### src/hw/rtl/pmpd_pkg.sv
// package for the ps/2 mouse packet decoder
// packet record, byte position, mode codes, header bit positions and the movement helper; no dependencies
`timescale 1ns / 1ps

package pmpd_pkg;

	localparam int unsigned PADDR_W = 3;
	localparam int unsigned PDATA_W = 32;
	localparam int unsigned QUEUE_DEPTH = 2;

	localparam logic [PADDR_W-3:0] REG_MODE = 1'b0;

	localparam logic [1:0] MODE_STD     = 2'd0;
	localparam logic [1:0] MODE_SCROLL  = 2'd1;
	localparam logic [1:0] MODE_FIVEBTN = 2'd2;

	localparam int unsigned SYNC_BIT   = 3;
	localparam int unsigned XSIGN_BIT  = 4;
	localparam int unsigned YSIGN_BIT  = 5;
	localparam int unsigned XOVF_BIT   = 6;
	localparam int unsigned YOVF_BIT   = 7;
	localparam int unsigned BTN_LEFT   = 0;
	localparam int unsigned BTN_RIGHT  = 1;
	localparam int unsigned BTN_MIDDLE = 2;

	typedef enum logic [1:0] {
		POS_HEADER,
		POS_X,
		POS_Y,
		POS_FOURTH
	} byte_pos_t;

	typedef struct packed {
		logic [7:0] header;
		logic [7:0] x_data;
		logic [7:0] y_data;
		logic [7:0] fourth;
		logic       scroll_en;
	} packet_t;

	function automatic logic signed [8:0] movement(input logic [7:0] b, input logic sign);
		logic signed [8:0] v;
		v = {(sign && (b != 8'd0)), b};
		return v;
	endfunction

endpackage

### src/hw/rtl/ps2_mouse_packet_decoder_unit.sv
// top level of the ps/2 mouse packet decoder with its mode register
// depends on pmpd_pkg, pmpd_front, pmpd_queue, pmpd_back
`timescale 1ns / 1ps

// usage
// input channel: one raw mouse byte per transfer on data_byte (in_valid / in_stall)
// output channel: one decoded packet per transfer (out_valid / out_stall) carrying
//   move_x, move_y, the three button flags and scroll_up / scroll_down
// apb port: mode register at byte address 0 (0 standard, 1 scroll wheel,
//   2 five button); write it only while no packet is in flight
// throughput: one byte per cycle while the packet queue is not full (in_stall low)
// a packet's last byte is written into the packet queue, from which the back end loads
//   it into the output register that drives out_valid, unless the output is stalled
// reset clears the byte position, the queue, the output valid and mode
// a stalled receiver holds the output; bytes are still taken until the two-entry
//   packet queue fills, then in_stall goes high

module ps2_mouse_packet_decoder_unit
	import pmpd_pkg::*;
(
	input  logic               clk,
	input  logic               arst_n,
	input  logic               in_valid,
	output logic               in_stall,
	input  logic [7:0]         data_byte,
	output logic               out_valid,
	input  logic               out_stall,
	output logic signed [8:0]  move_x,
	output logic signed [8:0]  move_y,
	output logic               left_pressed,
	output logic               right_pressed,
	output logic               middle_pressed,
	output logic               scroll_up,
	output logic               scroll_down,
	input  logic               psel,
	input  logic               penable,
	input  logic               pwrite,
	input  logic [PADDR_W-1:0] paddr,
	input  logic [PDATA_W-1:0] pwdata,
	output logic [PDATA_W-1:0] prdata,
	output logic               pready
);

	logic [1:0] mode_q;
	logic       q_full;
	logic       push;
	packet_t    push_pkt;
	logic       pop;
	logic       head_valid;
	packet_t    head_pkt;
	logic       reg_sel;

	assign pready  = 1'b1;
	assign reg_sel = (paddr[PADDR_W-1:2] == REG_MODE);
	assign prdata  = reg_sel ? PDATA_W'(mode_q) : '0;

	always_ff @(posedge clk or negedge arst_n) begin
		if (!arst_n) begin
			mode_q <= MODE_STD;
		end else if (psel && penable && pwrite && reg_sel) begin
			mode_q <= pwdata[1:0];
		end
	end

	pmpd_front u_front (
		.clk       (clk),
		.arst_n    (arst_n),
		.in_valid  (in_valid),
		.in_stall  (in_stall),
		.data_byte (data_byte),
		.mode      (mode_q),
		.q_full    (q_full),
		.push      (push),
		.push_pkt  (push_pkt)
	);

	pmpd_queue u_queue (
		.clk        (clk),
		.arst_n     (arst_n),
		.push       (push),
		.push_pkt   (push_pkt),
		.full       (q_full),
		.pop        (pop),
		.head_valid (head_valid),
		.head_pkt   (head_pkt)
	);

	pmpd_back u_back (
		.clk            (clk),
		.arst_n         (arst_n),
		.head_valid     (head_valid),
		.head_pkt       (head_pkt),
		.pop            (pop),
		.out_valid      (out_valid),
		.out_stall      (out_stall),
		.move_x         (move_x),
		.move_y         (move_y),
		.left_pressed   (left_pressed),
		.right_pressed  (right_pressed),
		.middle_pressed (middle_pressed),
		.scroll_up      (scroll_up),
		.scroll_down    (scroll_down)
	);

endmodule

### src/hw/rtl/pmpd_front.sv
// front end: takes raw bytes and assembles complete packets
// depends on pmpd_pkg
`timescale 1ns / 1ps

module pmpd_front
	import pmpd_pkg::*;
(
	input  logic       clk,
	input  logic       arst_n,
	input  logic       in_valid,
	output logic       in_stall,
	input  logic [7:0] data_byte,
	input  logic [1:0] mode,
	input  logic       q_full,
	output logic       push,
	output packet_t    push_pkt
);

	byte_pos_t  pos_q, pos_next;
	logic [7:0] header_q;
	logic [7:0] x_q;
	logic [7:0] y_q;
	logic       take;
	logic       four_byte;

	assign in_stall  = q_full;
	assign take      = in_valid && !q_full;
	assign four_byte = (mode == MODE_SCROLL) || (mode == MODE_FIVEBTN);

	// next position
	always_comb begin
		pos_next = pos_q;
		if (take) begin
			case (pos_q)
				POS_HEADER: pos_next = data_byte[SYNC_BIT] ? POS_X : POS_HEADER;
				POS_X:      pos_next = POS_Y;
				POS_Y:      pos_next = four_byte ? POS_FOURTH : POS_HEADER;
				POS_FOURTH: pos_next = POS_HEADER;
				default:    pos_next = POS_HEADER;
			endcase
		end
	end

	// packet completion
	always_comb begin
		push               = 1'b0;
		push_pkt.header    = header_q;
		push_pkt.x_data    = x_q;
		push_pkt.y_data    = y_q;
		push_pkt.fourth    = 8'd0;
		push_pkt.scroll_en = 1'b0;
		case (pos_q)
			POS_Y: begin
				push_pkt.y_data = data_byte;
				push            = take && !four_byte;
			end
			POS_FOURTH: begin
				push_pkt.fourth    = data_byte;
				push_pkt.scroll_en = (mode == MODE_SCROLL);
				push               = take;
			end
			default: begin
				push = 1'b0;
			end
		endcase
	end

	always_ff @(posedge clk or negedge arst_n) begin
		if (!arst_n) begin
			pos_q <= POS_HEADER;
		end else begin
			pos_q <= pos_next;
		end
	end

	always_ff @(posedge clk) begin
		if (take) begin
			case (pos_q)
				POS_HEADER: header_q <= data_byte;
				POS_X:      x_q      <= data_byte;
				POS_Y:      y_q      <= data_byte;
				default:    ;
			endcase
		end
	end

endmodule

### src/hw/rtl/pmpd_queue.sv
// short packet queue between front and back end
// depends on pmpd_pkg
`timescale 1ns / 1ps

module pmpd_queue
	import pmpd_pkg::*;
(
	input  logic    clk,
	input  logic    arst_n,
	input  logic    push,
	input  packet_t push_pkt,
	output logic    full,
	input  logic    pop,
	output logic    head_valid,
	output packet_t head_pkt
);

	localparam int unsigned PTR_W = $clog2(QUEUE_DEPTH);
	localparam int unsigned CNT_W = $clog2(QUEUE_DEPTH + 1);

	packet_t            entry_q [QUEUE_DEPTH];
	logic [PTR_W-1:0]   wr_ptr_q;
	logic [PTR_W-1:0]   rd_ptr_q;
	logic [CNT_W-1:0]   count_q;
	logic               do_push;
	logic               do_pop;

	assign full       = (count_q == CNT_W'(QUEUE_DEPTH));
	assign head_valid = (count_q != '0);
	assign head_pkt   = entry_q[rd_ptr_q];
	assign do_push    = push && !full;
	assign do_pop     = pop && head_valid;

	always_ff @(posedge clk or negedge arst_n) begin
		if (!arst_n) begin
			wr_ptr_q <= '0;
			rd_ptr_q <= '0;
			count_q  <= '0;
		end else begin
			if (do_push) begin
				wr_ptr_q <= (wr_ptr_q == PTR_W'(QUEUE_DEPTH - 1)) ? '0 : wr_ptr_q + 1'b1;
			end
			if (do_pop) begin
				rd_ptr_q <= (rd_ptr_q == PTR_W'(QUEUE_DEPTH - 1)) ? '0 : rd_ptr_q + 1'b1;
			end
			if (do_push && !do_pop) begin
				count_q <= count_q + 1'b1;
			end else if (do_pop && !do_push) begin
				count_q <= count_q - 1'b1;
			end
		end
	end

	always_ff @(posedge clk) begin
		if (do_push) begin
			entry_q[wr_ptr_q] <= push_pkt;
		end
	end

endmodule

### src/hw/rtl/pmpd_back.sv
// back end: decodes a packet into movement, buttons and scroll
// depends on pmpd_pkg
`timescale 1ns / 1ps

module pmpd_back
	import pmpd_pkg::*;
(
	input  logic              clk,
	input  logic              arst_n,
	input  logic              head_valid,
	input  packet_t           head_pkt,
	output logic              pop,
	output logic              out_valid,
	input  logic              out_stall,
	output logic signed [8:0] move_x,
	output logic signed [8:0] move_y,
	output logic              left_pressed,
	output logic              right_pressed,
	output logic              middle_pressed,
	output logic              scroll_up,
	output logic              scroll_down
);

	logic              valid_q;
	logic signed [8:0] mx_q, my_q;
	logic              left_q, right_q, middle_q, up_q, down_q;
	logic signed [8:0] mx, my;
	logic              ovf;
	logic              scroll_act;

	assign pop = head_valid && (!valid_q || !out_stall);

	always_comb begin
		ovf        = head_pkt.header[XOVF_BIT] || head_pkt.header[YOVF_BIT];
		mx         = ovf ? 9'sd0 : movement(head_pkt.x_data, head_pkt.header[XSIGN_BIT]);
		my         = ovf ? 9'sd0 : movement(head_pkt.y_data, head_pkt.header[YSIGN_BIT]);
		scroll_act = head_pkt.scroll_en && (head_pkt.fourth != 8'd0);
	end

	always_ff @(posedge clk or negedge arst_n) begin
		if (!arst_n) begin
			valid_q <= 1'b0;
		end else if (pop) begin
			valid_q <= 1'b1;
		end else if (!out_stall) begin
			valid_q <= 1'b0;
		end
	end

	always_ff @(posedge clk) begin
		if (pop) begin
			mx_q     <= mx;
			my_q     <= my;
			left_q   <= head_pkt.header[BTN_LEFT];
			right_q  <= head_pkt.header[BTN_RIGHT];
			middle_q <= head_pkt.header[BTN_MIDDLE];
			up_q     <= scroll_act && head_pkt.fourth[7];
			down_q   <= scroll_act && !head_pkt.fourth[7];
		end
	end

	assign out_valid      = valid_q;
	assign move_x         = mx_q;
	assign move_y         = my_q;
	assign left_pressed   = left_q;
	assign right_pressed  = right_q;
	assign middle_pressed = middle_q;
	assign scroll_up      = up_q;
	assign scroll_down    = down_q;

endmodule
### config.mk
export PLATFORM = sky130hd
export DESIGN_NAME = ps2_mouse_packet_decoder_unit
export DESIGN_NICKNAME = d
export VERILOG_FILES = /design/src/hw/rtl/pmpd_pkg.sv /design/src/hw/rtl/ps2_mouse_packet_decoder_unit.sv /design/src/hw/rtl/pmpd_front.sv /design/src/hw/rtl/pmpd_queue.sv /design/src/hw/rtl/pmpd_back.sv
export SDC_FILE = /design/constraint.sdc
export NUM_CORES = 1
export LEC_CHECK = 0
export ABC_CLOCK_PERIOD_IN_PS = 3500
export BUFFER_PORTS_ARGS = -buffer_cell sky130_fd_sc_hd__buf_2
export CAP_MARGIN = 20
export CORE_MARGIN = 2
export CORE_UTILIZATION = 53
export DETAILED_ROUTE_END_ITERATION = 8
export PLACE_DENSITY = 0.79
export REMOVE_ABC_BUFFERS = 1
export SLEW_MARGIN = 40
export SYNTH_ARGS = -nofsm -noshare
export SYNTH_HDL_FRONTEND = slang
export SYNTH_SLANG_ARGS = --single-unit
### constraint.sdc
create_clock -name clk -period 3.5 [get_ports clk]
set_clock_uncertainty 0.15 [all_clocks]
set_input_delay 0.35 -clock clk [delete_from_list [all_inputs] [get_ports clk]]
set_output_delay 0.35 -clock clk [all_outputs]
set_load 0.03 [all_outputs]
==> impl_metrics.xml <==
<?xml version="1.0" encoding="UTF-8"?>
<metrics>
  <group name="outcome">
    <metric name="outcome" unit="">complete, no violations</metric>
  </group>
  <group name="placed_design">
    <metric name="global_placer_s_final_weighted_congestion" unit="">0.768</metric>
    <metric name="dpl_worst_slack" unit="ps">1200</metric>
    <metric name="detailed_place.area" unit="um^2">4900</metric>
    <metric name="post-dp-hpwl" unit="um">4660</metric>
    <metric name="placement.io_buffers" unit="">44</metric>
  </group>
  <group name="setup_path">
    <metric name="cp.arrival" unit="ps">2380</metric>
    <metric name="worst-path-max-fanout" unit="">4</metric>
    <metric name="worst_setup_ep_type" unit="">flop</metric>
    <metric name="worst-setup-path-type" unit="">reg -&gt; reg</metric>
    <metric name="required" unit="ps">3770</metric>
    <metric name="startpoint_type_of_the_worst_setup_path" unit="">flop</metric>
  </group>
  <group name="cts">
    <metric name="clock-sinks" unit="">119</metric>
    <metric name="clk_path_buf_depth" unit="">2</metric>
    <metric name="cts.htree.levels" unit="">4</metric>
    <metric name="worstSkewPairLatency" unit="ps">500</metric>
    <metric name="cts.clk_slew.worst_paths" unit="ps">50</metric>
    <metric name="postCtsSetupRepairBufs" unit="">0</metric>
    <metric name="clk_root_buffer_cell" unit="">sky130_fd_sc_hd__clkbuf_8</metric>
    <metric name="cts_inserted_buffers" unit="">17</metric>
    <metric name="cts_tree" unit="">done</metric>
    <metric name="ctsResizeCount" unit="">0</metric>
  </group>
  <group name="detailed_routing">
    <metric name="dr_total_vias" unit="">2411</metric>
    <metric name="via_per_instance_ratio" unit="">5.14</metric>
    <metric name="dr.pass1.iters" unit="">4</metric>
    <metric name="avgRoutedWirePerCell" unit="um">16.2</metric>
    <metric name="detail_route.iter0.violations" unit="">179</metric>
    <metric name="detail_route.drc_violations" unit="">0</metric>
    <metric name="drt.antenna.violating_nets" unit="">0</metric>
    <metric name="postRouteWirelength" unit="um">7600</metric>
  </group>
  <group name="power">
    <metric name="static-leakage-power" unit="nW">2.16</metric>
    <metric name="vdd_drop_max" unit="uV">698</metric>
    <metric name="power-per-cell-area" unit="nW/um^2">855</metric>
  </group>
  <group name="timing">
    <metric name="setup_viol" unit="">0</metric>
    <metric name="report.final.slew_viol_count" unit="">0</metric>
    <metric name="slew_headroom" unit="%">49.7</metric>
    <metric name="timing_worst_slew_pin_value" unit="ps">754</metric>
    <metric name="min_period" unit="ps">2110</metric>
    <metric name="min_period_over_period" unit="%">60.4</metric>
    <metric name="grt_setup_unrepaired" unit="">false</metric>
    <metric name="report.final.hold_viol_count" unit="">0</metric>
    <metric name="timing.fmax" unit="MHz">473</metric>
    <metric name="fin_tns_setup" unit="ps">0</metric>
    <metric name="postLayoutSetupSlackWorst" unit="ps">1390</metric>
  </group>
  <group name="final_layout">
    <metric name="post_route_cells_drive_above_1_share" unit="%">26.0</metric>
    <metric name="area.sequential" unit="um^2">3530</metric>
    <metric name="most-common-layout-cells" unit="">sky130_fd_sc_hd__edfxtp_1, sky130_fd_sc_hd__buf_2, sky130_fd_sc_hd__conb_1, sky130_fd_sc_hd__nor2_1, sky130_fd_sc_hd__mux2i_1</metric>
    <metric name="antenna-diode-count" unit="">0</metric>
    <metric name="design.final.nets" unit="">400</metric>
    <metric name="multi_input_area" unit="um^2">960</metric>
    <metric name="flow.area_growth_from_synthesis" unit="%">18.9</metric>
    <metric name="fillers" unit="">606</metric>
    <metric name="design_area" unit="um^2">5560</metric>
    <metric name="most_common_cell_after_layout_fill_and_taps_aside" unit="">sky130_fd_sc_hd__edfxtp_1</metric>
  </group>
  <group name="global_route">
    <metric name="groute.layer.met1.usage" unit="%">18.8</metric>
    <metric name="globalRouteOverflowTotal" unit="">0</metric>
    <metric name="grt_first_pass_wirelength" unit="um">11800</metric>
    <metric name="grt_most_used_layer" unit="">met2</metric>
    <metric name="groute.layer.met3.usage" unit="%">4.72</metric>
    <metric name="groute.usage.overall" unit="%">16.5</metric>
    <metric name="grt_pass1_vias" unit="">2397</metric>
    <metric name="grt_antenna_before_repair" unit="">0</metric>
    <metric name="grt_start_max_net_pins" unit="">33</metric>
    <metric name="gr-usage-met2" unit="%">28.8</metric>
  </group>
  <group name="run">
    <metric name="max_cap_violations" unit="">0</metric>
  </group>
  <group name="synth">
    <metric name="synth_fa_ha_area_share" unit="%">0.535</metric>
    <metric name="synthXorXnorAreaFrac" unit="%">0.936</metric>
    <metric name="synth-seq-cells" unit="">119</metric>
    <metric name="ys.warnings.count" unit="">0</metric>
    <metric name="synth-simple-area-share" unit="%">6.18</metric>
    <metric name="synthDistinctLibCells" unit="">36</metric>
    <metric name="synth-compound-area-share" unit="%">2.89</metric>
    <metric name="muxShareOfSynthArea" unit="%">7.22</metric>
    <metric name="main_combinational_cell_family_by_area_after_synthesis" unit="">multiplexers</metric>
    <metric name="postSynthAreaPerCell" unit="um^2">16.8</metric>
    <metric name="ys_async_sr_fraction" unit="%">7.56</metric>
    <metric name="synth.yosys.seq_area_share" unit="%">75.4</metric>
    <metric name="synth_top_flop_cell" unit="">sky130_fd_sc_hd__edfxtp_1</metric>
    <metric name="netlist_area" unit="um^2">4680</metric>
    <metric name="post_synth_edffs" unit="">110</metric>
    <metric name="synthesized_instance_count" unit="">278</metric>
  </group>
  <group name="worst_hold_path">
    <metric name="worst_hold_path_type" unit="">in -&gt; reg</metric>
  </group>
  <group name="floorplan">
    <metric name="design.core.area" unit="um^2">8640</metric>
    <metric name="number_of_i_o_pins" unit="">108</metric>
    <metric name="die_width" unit="um">98.0</metric>
    <metric name="initial_standard_cell_utilization_of_the_core" unit="%">54.2</metric>
    <metric name="die_area" unit="um^2">9600</metric>
    <metric name="die_h" unit="um">98.0</metric>
    <metric name="row_count" unit="">34</metric>
  </group>
</metrics>
-- per-stage QoR --
step / instances / hold WS, ps / power (mW) / util [%]
2_1_floorplan: 269 / -95.6 / 2.92 / -
5_1_grt: 469 / 56.3 / 4.97 / 64.4
3_3_place_gp: 425 / 59.4 / 3.19 / 56.7
3_5_place_dp: 425 / 68.0 / 3.23 / 56.7
6_report: 469 / 35.4 / 4.76 / 64.4
4_1_cts: 469 / 10.6 / 4.80 / 64.3
-- cells in the mapped netlist, types with 2 or more instances --
| master | count | area [um^2] |
|---|---|---|
| sky130_fd_sc_hd__mux2_2 | 14 | 158 |
| sky130_fd_sc_hd__a211o_1 | 2 | 17.5 |
| sky130_fd_sc_hd__buf_4 | 33 | 248 |
| sky130_fd_sc_hd__inv_1 | 8 | 30.0 |
| sky130_fd_sc_hd__nor4_1 | 5 | 31.3 |
| sky130_fd_sc_hd__edfxtp_1 | 110 | 3300 |
| sky130_fd_sc_hd__conb_1 | 2 | 7.51 |
| sky130_fd_sc_hd__xnor2_1 | 3 | 26.3 |
| sky130_fd_sc_hd__or4_1 | 5 | 37.5 |
| sky130_fd_sc_hd__xor2_1 | 2 | 17.5 |
| sky130_fd_sc_hd__buf_6 | 2 | 22.5 |
| sky130_fd_sc_hd__clkbuf_1 | 2 | 7.51 |
| sky130_fd_sc_hd__mux2i_1 | 18 | 180 |
| sky130_fd_sc_hd__nand2_1 | 3 | 11.3 |
| sky130_fd_sc_hd__o211ai_1 | 2 | 15.0 |
| sky130_fd_sc_hd__and3_1 | 9 | 56.3 |
| sky130_fd_sc_hd__nor2_1 | 25 | 93.8 |
| sky130_fd_sc_hd__ha_1 | 2 | 25.0 |
| sky130_fd_sc_hd__nor3_1 | 3 | 15.0 |
| sky130_fd_sc_hd__a21oi_1 | 2 | 10.0 |
| sky130_fd_sc_hd__nand2b_1 | 3 | 18.8 |
| sky130_fd_sc_hd__dfrtp_1 | 9 | 225 |
-- repair_timing --
action                     in CTS  in global routing
hold buffers                   12                  0
setup endpoints to repair       0                  0
hold endpoints to repair       27                  0
-- area by class of cell --
| class | count | area share, % |
|---|---|---|
| Clock inverter | 5 | 0.877 |
| Multi-Input combinational cell | 142 | 17.2 |
| Clock buffer | 27 | 8.84 |
| Inverter | 8 | 0.540 |
| Sequential cell | 119 | 63.4 |
| Timing Repair Buffer | 60 | 6.66 |
| Tap cell | 108 | 2.43 |
-- power breakdown --
| group | internal (mW) | switching [mW] |
|---|---|---|
| Combinational | 0.353 | 0.703 |
| Clock | 1.01 | 0.534 |
| Sequential | 1.98 | 0.177 |
| Total | 3.34 | 1.41 |
-- metal layers --
| layer | up-vias | part of all wire, % |
|---|---|---|
| li1 | 1121 | - |
| met5 | - | 0 |
| met4 | 0 | 1.1 |
| met2 | 98 | 55 |
| met3 | 10 | 5.8 |
| met1 | 1182 | 38 |
-- critical path, stage by stage, from the launching register on --
cell                        delay [ps]
sky130_fd_sc_hd__dfrtp_1           390
sky130_fd_sc_hd__ha_1              340
sky130_fd_sc_hd__o2111ai_1         430
sky130_fd_sc_hd__inv_1             100
sky130_fd_sc_hd__ha_1              210
sky130_fd_sc_hd__xor2_1            140
sky130_fd_sc_hd__nor2_1            120
sky130_fd_sc_hd__xor2_1            160
-- kinds of logic (layout without fill, tap and decap cells) --
logic type / after synthesis / after routing
other: 2 / 31
buffers and inverters: 46 / 100
AND/OR/NAND/NOR: 56 / 56
flip-flops: 119 / 119
adder cells (fa/ha/maj): 2 / 2
AO/OA/AOI/OAI: 16 / 16
multiplexers: 32 / 32
XOR/XNOR: 5 / 5
-- final timing paths --
kind / start / end / cells past startpoint / slack (ps)
max in group asynchronous: arst_n / u_queue.count_q[1] / 2 / 2940
worst min register to register: u_front.x_q[1] / u_queue.entry_q[1][18] / 0 / 290
min in group asynchronous: arst_n / u_queue.wr_ptr_q / 2 / 80
worst max register to register: mode_q[0] / u_queue.count_q[1] / 7 / 1390
worst min-delay path: in_valid / u_front.pos_q[1] / 3 / 40
worst max-delay path: mode_q[0] / u_queue.count_q[1] / 7 / 1390
-- registers in the layout, summed over array words and instances (netlist names), 2 cells and up --
name and count:
u_front.header_q 7, mode_q 2, u_front.y_q 8, u_front.x_q 8, u_queue.entry_q 64, u_back.move_y 9
u_queue.count_q 2, u_front.pos_q 2, u_back.move_x 9
Power figures use the tool's default switching activity.
